[config.mk]
export PLATFORM = sky130hd
export DESIGN_NAME = tzi_ram
export DESIGN_NICKNAME = d
export VERILOG_FILES = /design/src/rtl/trajectory_z_interpolator_unit_assert.svh /design/src/rtl/tzi_ram.sv
export SDC_FILE = /design/constraint.sdc
export NUM_CORES = 2
export LEC_CHECK = 0
export ABC_AREA = 1
export BUFFER_PORTS_ARGS = -buffer_cell sky130_fd_sc_hd__clkbuf_2
export CELL_PAD_IN_SITES_DETAIL_PLACEMENT = 1
export CELL_PAD_IN_SITES_GLOBAL_PLACEMENT = 1
export CORE_MARGIN = 2
export CORE_UTILIZATION = 30
export CTS_CLUSTER_SIZE = 14
export DETAILED_ROUTE_END_ITERATION = 8
export GPL_TIMING_DRIVEN = 0
export PLACE_DENSITY_LB_ADDON = 0.1
export SLEW_MARGIN = 20
export SYNTH_ARGS = -nofsm -noshare
export SYNTH_HDL_FRONTEND = slang
export SYNTH_SLANG_ARGS = --single-unit
[constraint.sdc]
create_clock -name clk -period 14.4 [get_ports clk]
set_input_delay 2.16 -clock clk [delete_from_list [all_inputs] [get_ports clk]]
set_output_delay 2.16 -clock clk [all_outputs]
set_load 0.02 [all_outputs]
[src/rtl/trajectory_z_interpolator_unit_assert.svh]
// Assertion macros shared by the trajectory z interpolator RTL.
// Expects clk and rst_n in the scope of the module that uses them.
`ifndef TRAJECTORY_Z_INTERPOLATOR_UNIT_ASSERT_SVH
`define TRAJECTORY_Z_INTERPOLATOR_UNIT_ASSERT_SVH

// Condition holds at every edge out of reset.
`define TZI_ASSERT_ALWAYS(lbl, cond, msg) \
  lbl: assert property (@(posedge clk) disable iff (!rst_n) (cond)) else $error(msg);

// Consequent holds in the same cycle as the antecedent.
`define TZI_ASSERT_IMPL(lbl, ante, cons, msg) \
  lbl: assert property (@(posedge clk) disable iff (!rst_n) (ante) |-> (cons)) else $error(msg);

// Consequent holds in the cycle after the antecedent.
`define TZI_ASSERT_NEXT(lbl, ante, cons, msg) \
  lbl: assert property (@(posedge clk) disable iff (!rst_n) (ante) |=> (cons)) else $error(msg);

`endif

[src/rtl/tzi_ram.sv]
// Generic single-write, single-read RAM with registered read data.
// No dependencies.
module tzi_ram #(
  parameter int WIDTH = 32,
  parameter int DEPTH = 64
) (
  input  logic                                   clk,
  input  logic                                   we,
  input  logic [((DEPTH > 1) ? $clog2(DEPTH) : 1)-1:0] waddr,
  input  logic [WIDTH-1:0]                       wdata,
  input  logic [((DEPTH > 1) ? $clog2(DEPTH) : 1)-1:0] raddr,
  output logic [WIDTH-1:0]                       rdata
);

  logic [WIDTH-1:0] mem [DEPTH];

  always_ff @(posedge clk) begin
    if (we) begin
      mem[waddr] <= wdata;
    end
    rdata <= mem[raddr];
  end

endmodule

[After elaboration in Yosys (flattened, before gate mapping)]
Memories as Yosys holds them, arrays and structs flattened. A register that Yosys moved wholly into a read port is not among the register bits.
Cells that the tools add are included.
Storage, ports and cells
  logic and storage cells: 3
  bits in registers: 0
  RAM bits: 2048
  output and inout bits: 32
  memories: 1
Cells by class
  mux-type cells: 2
Memories
  mem: depth 64, bits a word 32, rd ports 1, clocked after Yosys merged registers in 1, wr ports 1, RTL line tzi_ram.sv:15  | logic [WIDTH-1:0] mem [DEPTH];
Operators with widths (count)
  $mux 1: 2

[Depth between registers and ports, before layout]
  depth in word-level cells: 2
  mapped depth: 13

[Least setup slack after synthesis]
OpenSTA, ideal clock, no wires.
  path kind: input to register
  from: in we
  to: mem mem[48][0] (enable)
  setup slack: 8.110 ns
  setup time: 0.502 ns
  arrival: 5.788 ns
  buffers on the path: 1
  stages: 3
  path through: clkbuf_1 > nand4_1 > nor4_1
On the way
  cells in the longest elaborated chain, start to end: 2
RTL lines
  from (decl): RTL line tzi_ram.sv:8  | input logic we,
  $mux 1: RTL line tzi_ram.sv:18  | if (we) begin
  $mux 1 (not written as such): RTL line tzi_ram.sv:19  | mem[waddr] <= wdata;
  to (decl): RTL line tzi_ram.sv:15
No other way between the ends.

==> results.md <==
- The flow ran to the end, and the final reports show no timing, DRC or antenna violations.
- The initialized floorplan defines 192 standard-cell rows.
- The later-pin clock latency in the skew report is 0.95 ns.
- The count of endpoints failing hold in the final timing report is 0.
- Setup repair after global routing left no endpoint under its margin.
- CTS saw 2080 sinks.
- The layout net count is about 7400.
- The share of synthesized area in the top cell type comes to 0.743.
- The area of the core region is around 0.27 sq mm.
- After routing the design area is approximately 0.1 sq mm.
- After clock tree synthesis, the clock-pin slew on the worst setup and hold paths is 0.06 ns.
- STA puts the critical path data arrival time at between 5 and 6 ns.
- The initial antenna violation count is a little over 40.
- The endpoint of the worst hold path is rdata[10].
- The count of nets left with antenna violations once routing finished came out at 0.
- The flop and latch count out of synthesis is approximately 2100.
- The final max-slew violation count is 0.
- For met2 alone, demand over resource in global routing was 0.451.
- The CTS tree is built.
- Clock tree synthesis selected as its root buffer the cell sky130_fd_sc_hd__clkbuf_16.
- The final setup violation count is 0.
- The layout cell share with drive strength beyond 1 is 0.142.
- The worst hold margin is 0.999 ns.
- The initial DRC count is 7475.
- The class of the tightest hold or removal check is register to register.
- The count of placed standard cells including taps is between 10000 and 15000.
- After synthesis, the cell types taking the most area are sky130_fd_sc_hd__edfxtp_1 74%, sky130_fd_sc_hd__nand3_1 12%, sky130_fd_sc_hd__nand2_1 10%, sky130_fd_sc_hd__buf_2 1.7%, sky130_fd_sc_hd__dfxtp_1 0.77%.
- The number of setup buffers added after CTS is 0.
- Summed over all instances, the cell type with the most area after synthesis is sky130_fd_sc_hd__edfxtp_1.
- The category of the worst setup path capture point is a register.
- In the routed layout, each cell is associated on average with a via count of ~5.4.
- The worst path needs about 5 ns of the cycle, external delays included.
- During synthesis, Yosys emitted a total of 0 warnings.
- The post-synthesis cell area is 0.0827 sq mm.
- The H-tree depth is 4.
- The overflow left after global routing is 0.
- The worst pin sits at a relative slew slack of 0.197.
- The last weighted congestion value of the routability-driven placer is ~0.87.
- The quantity of hold-fixing buffers added after cts is 0.
- The routed wire length is between 300000 and 400000 um.
- The leakage power figure is around 0.036 uW.
- The global-route wire length before repair is 531000 um.
- The number of placed I/O pins is 78.
- The power per cell area is about 140 mW/mm^2.
- The fraction of the core area covered by cells at the end of the flow is 0.366.
- Along the worst hold path, the cell count comes to 8.
- The number of max-capacitance violations reported is 0.
- The proportion of synthesized chip area in sequential cells is 0.751.
- The number of buffers created by CTS is 242.
- Entering global routing, the biggest net connects 65 pins.
- The hold path startpoint is mem[4][10].
- The largest driver fanout on the critical path is 10.
- The worst register-to-register path ends at rdata[17].
- Measured in cells, the most critical reg-to-reg path has a length of 8.
- The post-route clock skew is ~0.09 ns.
- In this run, post-CTS repair resized a total of 0 instances.
- The average size of a mapped cell is 12.2 sq um.
- The number of global-route vias before repair came to between 50000 and 60000.
- The floorplan step defined a die boundary enclosing between 0.2 and 0.3 sq mm.
- The half-perimeter wire length of the detailed placement result is around 290000 um.
- The part of the cycle the worst path needs is 0.345.
- The highest achievable clock rate is 201 MHz.
- At the worst endpoint, the required time is ~15 ns.
- The fraction of met1 tracks used by global routing is 0.391.
- From left edge to right edge, the die measures approximately 530 um.
- The startpoint type of the worst setup path is a primary input.
- The slew at the pin closest to its max-slew limit is 1.20 ns.
- The number of port buffers is a little under 70.
- In the synthesized netlist, the number of instances is around 6800.
- The die is ~530 um tall.
- After detailed placement, the total cell area comes to roughly 0.093 sq mm.
- The highest ir drop seen on vdd is roughly 95 uV.
- The starting density of the core is 0.302.
- The number of nets produced by synthesis is about 6800.
- The final cell count without fillers is 11200.
- The detailed-route DRC error count is 0.
- For met3 alone, demand over resource in global routing was 0.0350.
- The layout has between 20000 and 30000 filler cells.
- The flop-to-flop setup slack is between 10 and 15 ns.
- The busiest metal layer after global routing is met2.
- Across every metal layer, demand over resource in global routing totals 0.282.
- Relative to the synthesized area, the layout overhead comes to 21.3%.
- After detailed routing, the average wire length per cell comes to about 36 um.
- In this run the critical register-to-register path is launched from mem[57][17].
- The buffer depth of the longest clock path is 4.
- The class of the most critical setup path is primary input to register.
- Summing over every cut layer, the via total after detailed routing is ~60000.
- The number of optimization iterations in the first detailed-route pass is 5.
- The number of library cell types mapped by synthesis is 16.
worst max-delay path by stage:
| stage | start | end | slack, ns |
|---|---|---|---|
| 5_1_grt | raddr[1] | rdata[17] | 9.51 |
| 2_1_floorplan | we | mem[48][0] | 8.11 |
| 3_5_place_dp | raddr[1] | rdata[17] | 8.65 |
| 6_report | raddr[1] | rdata[17] | 9.43 |
| 4_1_cts | raddr[1] | rdata[17] | 9.58 |
| 3_3_place_gp | waddr[1] | mem[50][14] | -0.34 |
power breakdown:
group | internal [uW] | leakage (uW) | switching [uW]
clock network | 3290 | 0.00359 | 2570
logic | 230 | 0.0133 | 873
registers | 6700 | 0.0187 | 12.2
total | 10200 | 0.0356 | 3460
layout make-up:
| cell class | instances | area, sq um | share of cell area |
|---|---|---|---|
| antenna | 21 | 52.6 | 0.000523 |
| buffer | 449 | 2270 | 0.0227 |
| clock buffer | 313 | 6530 | 0.0650 |
| clock inverter | 113 | 766 | 0.00763 |
| inverter | 12 | 47.5 | 0.000474 |
| multi-input combinational | 4228 | 18800 | 0.187 |
| sequential | 2080 | 62100 | 0.619 |
| tap | 3686 | 4610 | 0.0459 |
| timing repair buffer | 331 | 5210 | 0.0519 |
sequential cells by signal, summed over array words and instances (netlist names):
name / count
mem: 2048
rdata: 32
Yosys cell counts:
cell                       count
sky130_fd_sc_hd__clkbuf_1     77
sky130_fd_sc_hd__edfxtp_1   2048
sky130_fd_sc_hd__nand2_1    2248
sky130_fd_sc_hd__nor2_1       56
sky130_fd_sc_hd__buf_1        40
sky130_fd_sc_hd__buf_6         3
sky130_fd_sc_hd__nand3_1    1907
sky130_fd_sc_hd__buf_2       282
sky130_fd_sc_hd__inv_4         1
sky130_fd_sc_hd__dfxtp_1      32
sky130_fd_sc_hd__inv_1         9
sky130_fd_sc_hd__buf_8         2
sky130_fd_sc_hd__buf_4        45
sky130_fd_sc_hd__nand4_1       9
sky130_fd_sc_hd__nor4_1        8
sky130_fd_sc_hd__inv_2         2
worst max-delay path, cell delays in order:
cell	delay [ns]
sky130_fd_sc_hd__buf_2	0.23
sky130_fd_sc_hd__inv_2	0.30
sky130_fd_sc_hd__buf_2	0.66
sky130_fd_sc_hd__buf_2	0.59
sky130_fd_sc_hd__nand3_1	0.14
sky130_fd_sc_hd__nand3_1	0.11
sky130_fd_sc_hd__nand3_1	0.31
sky130_fd_sc_hd__nand3_1	0.45
sky130_fd_sc_hd__nand2_1	0.10
sky130_fd_sc_hd__nand2_1	0.22
sky130_fd_sc_hd__nand2_1	0.29
routing by layer:
metal / vias up / part of all wire
li1: 25400 / -
met1: 31900 / 0.43
met2: 2491 / 0.46
met3: 557 / 0.066
met4: 4 / 0.041
met5: - / 0.000085
through the flow:
step	setup TNS, ns	setup slack, ns	total power, uW
after floorplan	0	8.11	7270
after global routing	0	9.51	14000
after detailed placement	0	8.65	7930
after CTS	0	9.58	13800
final	0	9.43	13700
after global placement	-19.42	-0.337	7880
cells in the final DEF (no fill, tap or decap), drive strengths merged:
cell type and instances:
nor2 56, clkinv 95, dfxtp 32, inv 20, diode 21, bufinv 7, nand4 9, nand2 2248
clkbuf 459, edfxtp 2048, nor4 8, clkinvlp 3, nand3 1907, buf 634
kinds of logic after synthesis:
family | share of synthesized area
buffers and inverters | 0.0278
DFF | 0.751
and+or+nand+nor | 0.221
No activity file was read; power rests on OpenSTA's default activity.
